`config.mk`:
```
export PLATFORM = sky130hd
export DESIGN_NAME = hashed_clause_literal_generator
export DESIGN_NICKNAME = d
export VERILOG_FILES = /design/src/rtl/hclg_pkg.sv /design/src/rtl/hashed_clause_literal_generator.sv /design/src/rtl/hclg_datapath.sv /design/src/rtl/hclg_ctrl.sv
export VERILOG_INCLUDE_DIRS = /design/src /design/src/rtl
export SDC_FILE = /design/constraint.sdc
export NUM_CORES = 1
export LEC_CHECK = 0
export BUFFER_PORTS_ARGS = -buffer_cell sky130_fd_sc_hd__buf_2
export CAP_MARGIN = 30
export CORE_MARGIN = 2
export CORE_UTILIZATION = 44
export CTS_CLUSTER_DIAMETER = 60
export DETAILED_ROUTE_END_ITERATION = 7
export GPL_ROUTABILITY_DRIVEN = 0
export PLACE_DENSITY_LB_ADDON = 0.3
export SETUP_SLACK_MARGIN = 0.02
export SYNTH_ARGS = -nofsm -noshare
export SYNTH_HDL_FRONTEND = slang
export SYNTH_SLANG_ARGS = --single-unit
```
`constraint.sdc`:
```
create_clock -name clk -period 2.9 [get_ports clk]
set_input_delay 0 -clock clk [delete_from_list [all_inputs] [get_ports clk]]
set_output_delay 0 -clock clk [all_outputs]
set_load 0.02 [all_outputs]
```
`src/rtl/assert_macros.svh`:
```
// Assertion macros used by the top level of the literal generator.
`ifndef ASSERT_MACROS_SVH
`define ASSERT_MACROS_SVH

// Checks a property on every rising clock edge outside reset.
`define HCLG_ASSERT(lbl, prop, msg) \
  lbl: assert property (@(posedge clk) disable iff (!rst_n) prop) else $error(msg);

// Checks a property on every rising clock edge, reset included.
`define HCLG_ASSERT_ALWAYS(lbl, prop, msg) \
  lbl: assert property (@(posedge clk) prop) else $error(msg);

`endif

```
`src/rtl/hclg_pkg.sv`:
```
// Package with constants and control types of the hashed clause literal generator.
package hclg_pkg;

  // Literals per clause and size of the variable pool.
  // NUM_VARS is kept a power of two, so the variable reduction is a mask.
  localparam int CLAUSE_WIDTH = 4;
  localparam int NUM_VARS     = 128;

  // Width of a stored variable (1 to NUM_VARS) and of the result field.
  localparam int VAR_W     = $clog2(NUM_VARS + 1);
  localparam int VAR_OUT_W = 13;

  // Width of the literal position inside a clause.
  localparam int POS_W = (CLAUSE_WIDTH > 1) ? $clog2(CLAUSE_WIDTH) : 1;

  // Stream payload widths.
  localparam int IN_DATA_W  = 16;
  localparam int OUT_DATA_W = 16;

  // Commands from the controller to the datapath.
  typedef struct packed {
    logic load;    // capture a new request and form its first candidate
    logic step;    // move the candidate one variable up, with wrap
    logic commit;  // store the candidate and load the result register
  } hclg_cmd_t;

  // Status from the datapath to the controller.
  typedef struct packed {
    logic hit;       // candidate matches an earlier variable of the clause
    logic last;      // current literal closes the clause
    logic pos_zero;  // no literal of a clause is pending
  } hclg_stat_t;

endpackage

```
`src/rtl/hashed_clause_literal_generator.sv`:
```
// Top level of the hashed clause literal generator: controller, datapath and checks.
//
//   Channel  Direction  Request contents
//   in_      slave      tdata: hash_word[15:0]; tlast: clause_end
//   out_     master     tdata: lit_var[12:0], positive[13]; tlast: last
//
// A request is taken in the idle state; the check state then compares the candidate
// against every earlier variable of the clause in parallel. Without a collision the
// check state commits the result unless the output stalls; each earlier variable that
// the candidate runs into adds one step of the candidate before the commit.
// Reset clears the state machine, result valid and literal position; no clearing pass.
// A new request is taken while a result still waits; a stalled output holds
// the controller in its compare state until the result register is read.
`include "assert_macros.svh"

module hashed_clause_literal_generator
  import hclg_pkg::*;
(
  input  logic                  clk,
  input  logic                  rst_n,
  input  logic                  in_tvalid,
  output logic                  in_tready,
  input  logic [IN_DATA_W-1:0]  in_tdata,   // [15:0] hash_word
  input  logic                  in_tlast,
  output logic                  out_tvalid,
  input  logic                  out_tready,
  output logic [OUT_DATA_W-1:0] out_tdata,  // [12:0] lit_var, [13] positive, [15:14] zero
  output logic                  out_tlast
);

  hclg_cmd_t  cmd;
  hclg_stat_t stat;

  // Sequencing of requests and results.
  hclg_ctrl u_ctrl (
    .clk        (clk),
    .rst_n      (rst_n),
    .in_tvalid  (in_tvalid),
    .in_tready  (in_tready),
    .out_tvalid (out_tvalid),
    .out_tready (out_tready),
    .stat       (stat),
    .cmd        (cmd)
  );

  // Candidate forming, collision compare and result register.
  hclg_datapath u_datapath (
    .clk       (clk),
    .rst_n     (rst_n),
    .cmd       (cmd),
    .stat      (stat),
    .in_tdata  (in_tdata),
    .in_tlast  (in_tlast),
    .out_tdata (out_tdata),
    .out_tlast (out_tlast)
  );

  // A result is only written into a free or draining result register.
  `HCLG_ASSERT(a_commit_free, cmd.commit |-> (!out_tvalid || out_tready), "commit over held result")
  // Only one request is in work at a time.
  `HCLG_ASSERT(a_one_in_work, (in_tvalid && in_tready) |=> !in_tready, "second request taken early")
  // Closing a clause returns the literal position to zero.
  `HCLG_ASSERT(a_clause_reset, (cmd.commit && stat.last) |=> stat.pos_zero, "clause not closed")
  // A colliding candidate is never committed.
  `HCLG_ASSERT_ALWAYS(a_no_dup, !(cmd.commit && stat.hit), "duplicate variable committed")

endmodule

```
`src/rtl/hclg_datapath.sv`:
```
// Datapath: candidate register, used-variable store, collision compare and result register.
module hclg_datapath
  import hclg_pkg::*;
(
  input  logic                  clk,
  input  logic                  rst_n,
  input  hclg_cmd_t             cmd,
  output hclg_stat_t            stat,
  input  logic [IN_DATA_W-1:0]  in_tdata,
  input  logic                  in_tlast,
  output logic [OUT_DATA_W-1:0] out_tdata,
  output logic                  out_tlast
);

  logic [VAR_W-1:0] cand_r;
  logic [VAR_W-1:0] cand_nxt;
  logic             pol_r;
  logic             end_r;
  logic [POS_W-1:0] pos_r;
  logic [POS_W-1:0] pos_nxt;
  logic [VAR_W-1:0] used_r [CLAUSE_WIDTH];
  logic [VAR_W-1:0] out_var_r;
  logic             out_pol_r;
  logic             out_last_r;
  logic [14:0]      sel_idx;
  logic [14:0]      sel_rem;
  logic             hit;
  logic             last;

  // First candidate: the upper fifteen bits reduced into the pool, counted from one.
  assign sel_idx = in_tdata[15:1];
  assign sel_rem = sel_idx % 15'(NUM_VARS);

  // Compare the candidate against every variable already placed in this clause.
  always_comb begin
    hit = 1'b0;
    for (int i = 0; i < CLAUSE_WIDTH; i++) begin
      if ((POS_W'(i) < pos_r) && (used_r[i] == cand_r)) begin
        hit = 1'b1;
      end
    end
  end

  // The clause closes on the flag or when its last position is reached.
  assign last = end_r || (pos_r == POS_W'(CLAUSE_WIDTH - 1));

  assign stat.hit      = hit;
  assign stat.last     = last;
  assign stat.pos_zero = (pos_r == '0);

  // Next candidate and next position.
  always_comb begin
    cand_nxt = cand_r;
    if (cmd.load) begin
      cand_nxt = VAR_W'(sel_rem) + VAR_W'(1);
    end else if (cmd.step) begin
      cand_nxt = (cand_r == VAR_W'(NUM_VARS)) ? VAR_W'(1) : cand_r + VAR_W'(1);
    end
    pos_nxt = pos_r;
    if (cmd.commit) begin
      pos_nxt = last ? '0 : pos_r + POS_W'(1);
    end
  end

  // Literal position is control state and is cleared by reset.
  always_ff @(posedge clk) begin
    if (!rst_n) begin
      pos_r <= '0;
    end else begin
      pos_r <= pos_nxt;
    end
  end

  // Payload registers and the used-variable store.
  always_ff @(posedge clk) begin
    cand_r <= cand_nxt;
    if (cmd.load) begin
      pol_r <= in_tdata[0];
      end_r <= in_tlast;
    end
    if (cmd.commit) begin
      used_r[pos_r] <= cand_r;
      out_var_r     <= cand_r;
      out_pol_r     <= pol_r;
      out_last_r    <= last;
    end
  end

  // Result fields from the lowest bit up: lit_var, positive, zero fill.
  assign out_tdata = {2'b00, out_pol_r, VAR_OUT_W'(out_var_r)};
  assign out_tlast = out_last_r;

endmodule

```
`src/rtl/hclg_ctrl.sv`:
```
// Controller: request sequencing, collision retry loop and result valid flag.
module hclg_ctrl
  import hclg_pkg::*;
(
  input  logic       clk,
  input  logic       rst_n,
  input  logic       in_tvalid,
  output logic       in_tready,
  output logic       out_tvalid,
  input  logic       out_tready,
  input  hclg_stat_t stat,
  output hclg_cmd_t  cmd
);

  typedef enum logic {
    S_IDLE,
    S_CHECK
  } state_t;

  state_t state_r;
  state_t state_nxt;
  logic   out_valid_r;
  logic   out_valid_nxt;
  logic   out_free;

  // The result register can take a new value when empty or being read.
  assign out_free  = !out_valid_r || out_tready;
  assign in_tready = (state_r == S_IDLE);

  // Commands and next state.
  always_comb begin
    cmd           = '0;
    state_nxt     = state_r;
    out_valid_nxt = out_valid_r && !out_tready;
    case (state_r)
      S_IDLE: begin
        if (in_tvalid) begin
          cmd.load  = 1'b1;
          state_nxt = S_CHECK;
        end
      end
      S_CHECK: begin
        if (stat.hit) begin
          cmd.step = 1'b1;
        end else if (out_free) begin
          cmd.commit    = 1'b1;
          out_valid_nxt = 1'b1;
          state_nxt     = S_IDLE;
        end
      end
      default: begin
        state_nxt = S_IDLE;
      end
    endcase
  end

  // State and the registered result valid.
  always_ff @(posedge clk) begin
    if (!rst_n) begin
      state_r     <= S_IDLE;
      out_valid_r <= 1'b0;
    end else begin
      state_r     <= state_nxt;
      out_valid_r <= out_valid_nxt;
    end
  end

  assign out_tvalid = out_valid_r;

endmodule
```
==> flow_summary.ini <==
[outcome]
status = finished, final reports clean

[hold_path]
min_path_type = input port to flip-flop
worstHoldStart = in_tvalid
whs_path_depth = 3
whs_endpoint = u_ctrl.state_r$_SDFF_PN0_

[place]
port_buffers = 24
place_inst = 259
placed_area_um2 = 2459
hpwlAfterDp_um = 2822

[logic_synthesis]
synth_area_leaders = edfxtp_1 57%, xnor2_1 9.4%, ha_1 3.8%
synth_flop_cell = edfxtp_1
yosys_warnings = 0
synth_cells = 170
ys_ff_latch = 48
syn-cell-area_um2 = 2330
yosysSeqAreaShare_pct = 60.15
synth_edf_count = 44
synth_top_area_cell = edfxtp_1
async_flop_share_pct = 0
postSynthAreaPerCell_um2 = 13.70
synth_cell_types = 30
synth.top_cell.area_share_pct = 56.71

[setup_path]
cp-start-kind = flip-flop
r2r_end = u_datapath.used_r[1][1]$_DFFE_PP_
critPathKind = flip-flop to flip-flop
cp_slowest_stage_delay_ns = 0.56
reg2regPathDepth = 7
arrival_ns = 2.27
reg2reg_from = u_datapath.cand_r[2]$_DFFE_PP_
worstSetupEndpointType = flip-flop
cp_max_fo = 9
path_common_cell = buf_4
crit_chain = buf_4, xnor2_1, nand2_1, nor3_1, nor4_4, buf_4, and2_1
startpoint = u_datapath.cand_r[2]$_DFFE_PP_
cp.required_ns = 2.86
worst_path_max_delay_cell = edfxtp_1
r2r_slack_ns = 0.59

[sta]
fin_crit_ns = 2.309
hold_slack_ns = 0.02293
tightest_slew_ns = 0.5237
slew_headroom_pct = 65.09
slew_viol_final = 0
tns_ns = 0
fmax_ghz = 0.4331
final-hold-violation-count = 0
timing.final.crit_share_pct = 79.62
finalSetupViolCount = 0
rsz0062_at_grt = no
clock_skew_ns = 0.004630

[detailed_routing]
drtIter0Drc = 55
drc = 0
via_count = 1320
avgRoutedWirePerCell_um = 14.28
avgViaCountPerCell = 4.907
dr.pass1.iters = 4
final_antenna_net_count = 0
wirelength_um = 3840

[global_route]
grt_max_degree = 14
grt_overflow_total = 0
grt_pass1_wl_um = 6299
grtUsageTotal_pct = 13.92
grt_pass1_vias = 1342
antenna_found_initial = 0

[power]
pwr-share-seq_pct = 60.2
intPower_w = 0.001091
comb_power_share_pct = 15.6
power_density_nw_per_um2 = 579.0
switching_share_pct = 26.53
p_leak_nw = 0.9076
p_switching_w = 0.0003940
clkPwrFrac_pct = 24.2
vdd_drop_max_v = 0.0002317

[job]
drv_cap = 0

[cts]
cts_num_sinks = 48
h-tree-depth = 2
cts_tree = built
clk_latency_ns = 0.29
clk_pin_slew_ns = 0.08
clockBufferDepth = 2
numCtsBuffers = 5
post_cts_buffers = 0
root_buffer = clkbuf_8

[finish]
fin_nets = 227
drive_gt1_share_pct = 19.60
instances_no_fill = 269
num_antenna_cells = 0
syn_to_final_growth_pct = 10.10
fin_area_um2 = 2565
fill_cells = 470

[floorplanning]
fp.dieArea_um2 = 5893
initial_core_util_pct = 45.61
die_w_um = 76.77
die_h_um = 76.77
fp.coreArea_um2 = 5107
io_pins = 40
rows = 26
-- cell families (layout without fill, tap and decap cells) --
kind of cell	count (synthesis)	count (layout)	synth area share [%]
compound gates	11	11	4.028
fa+ha+maj	7	7	3.759
other cells	1	7	0.1610
mux	2	2	0.8593
simple gates	43	43	10.79
xor+xnor	35	35	13.16
buf+inv	23	46	7.089
flops	48	48	60.15
-- registers in the layout, indices dropped and copies added, names as in the netlist --
name / cells
u_ctrl.out_tvalid: 1
u_datapath.used_r: 24
u_ctrl.state_r: 1
u_datapath.out_pol_r: 1
u_datapath.cand_r: 8
u_datapath.end_r: 1
u_datapath.out_var_r: 8
u_datapath.pos_r: 2
u_datapath.pol_r: 1
u_datapath.out_tlast: 1
-- cells in the final DEF, fill, tap and decap left out, types with 3 or more instances in the layout --
| master | n |
|---|---|
| and2_1 | 3 |
| buf_2 | 24 |
| buf_4 | 5 |
| clkbuf_8 | 5 |
| conb_1 | 7 |
| dfxtp_1 | 4 |
| dlygate4sd3_1 | 3 |
| edfxtp_1 | 44 |
| ha_1 | 7 |
| inv_1 | 7 |
| nand2_1 | 6 |
| nand3_1 | 15 |
| nand4_1 | 4 |
| nor2_1 | 5 |
| o22ai_1 | 5 |
| xnor2_1 | 25 |
| xor2_1 | 10 |
-- routing by layer --
layer	global-route usage, %	share of wire [%]	vias up
li1	-	-	646
met1	16.68	42	629
met2	23.51	51	37
met3	3.882	4.3	8
met4	5.818	2.1	0
met5	0	0	-
-- critical path, delay by kind of cell, from the launching register on --
kind / cells / cell delay [ns]
flip-flops: 1 / 0.56
XOR/XNOR: 1 / 0.12
AND/OR/NAND/NOR: 4 / 0.84
buffers and inverters: 2 / 0.45
-- worst max-delay path by stage --
stage                                              endpoint  slack (ns)
after global routing      u_datapath.used_r[1][2]$_DFFE_PP_        0.43
final                     u_datapath.used_r[1][1]$_DFFE_PP_        0.59
after global placement    u_datapath.used_r[1][1]$_DFFE_PP_        0.63
after floorplan           u_datapath.used_r[0][0]$_DFFE_PP_        0.63
after CTS                 u_datapath.used_r[1][2]$_DFFE_PP_        0.56
after detailed placement  u_datapath.used_r[1][5]$_DFFE_PP_        0.58
-- what timing repair did --
item                                   CTS  global route
hold buffers                             3             0
gates resized for setup                  0             0
endpoints found under the hold margin    4             0
-- power groups by stage --
stage / combinational, W / clock, W / sequential [W]
after global placement: 0.000221 / 0 / 0.000909
after global routing: 0.000256 / 0.000399 / 0.000905
after detailed placement: 0.000228 / 0 / 0.000912
after floorplan: 0.000211 / 0 / 0.000880
after CTS: 0.000233 / 0.000373 / 0.000897
final: 0.000231 / 0.000360 / 0.000894
-- cells in the mapped netlist, types with 3 or more instances --
| master | n |
|---|---|
| nor2_1 | 5 |
| nand4_1 | 4 |
| buf_4 | 11 |
| inv_1 | 7 |
| nand3_1 | 15 |
| dfxtp_1 | 4 |
| nand2_1 | 6 |
| and2_1 | 3 |
| o22ai_1 | 5 |
| xor2_1 | 10 |
| xnor2_1 | 25 |
| buf_6 | 5 |
| edfxtp_1 | 44 |
| ha_1 | 7 |
-- stage by stage --
step / worst slack (ns) / total power, W / utilization [%]
global route: 0.4268 / 0.001560 / 50.22
CTS: 0.5646 / 0.001502 / 50.22
floorplan: 0.6345 / 0.001091 / -
detailed placement: 0.5790 / 0.001140 / 48.14
finish: 0.5909 / 0.001485 / 50.22
global placement: 0.6255 / 0.001130 / 48.14
-- area by class of cell --
cell class	instances	area, um2	area share [%]
Inverter	7	26.28	1.024
Clock inverter	2	7.507	0.2927
Tap cell	70	87.58	3.415
Sequential cell	48	1401	54.63
Timing Repair Buffer	32	187.7	7.317
Multi-Input combinational cell	105	785.8	30.63
Clock buffer	5	68.82	2.683
Note: power is estimated with default switching activity, not from simulation.
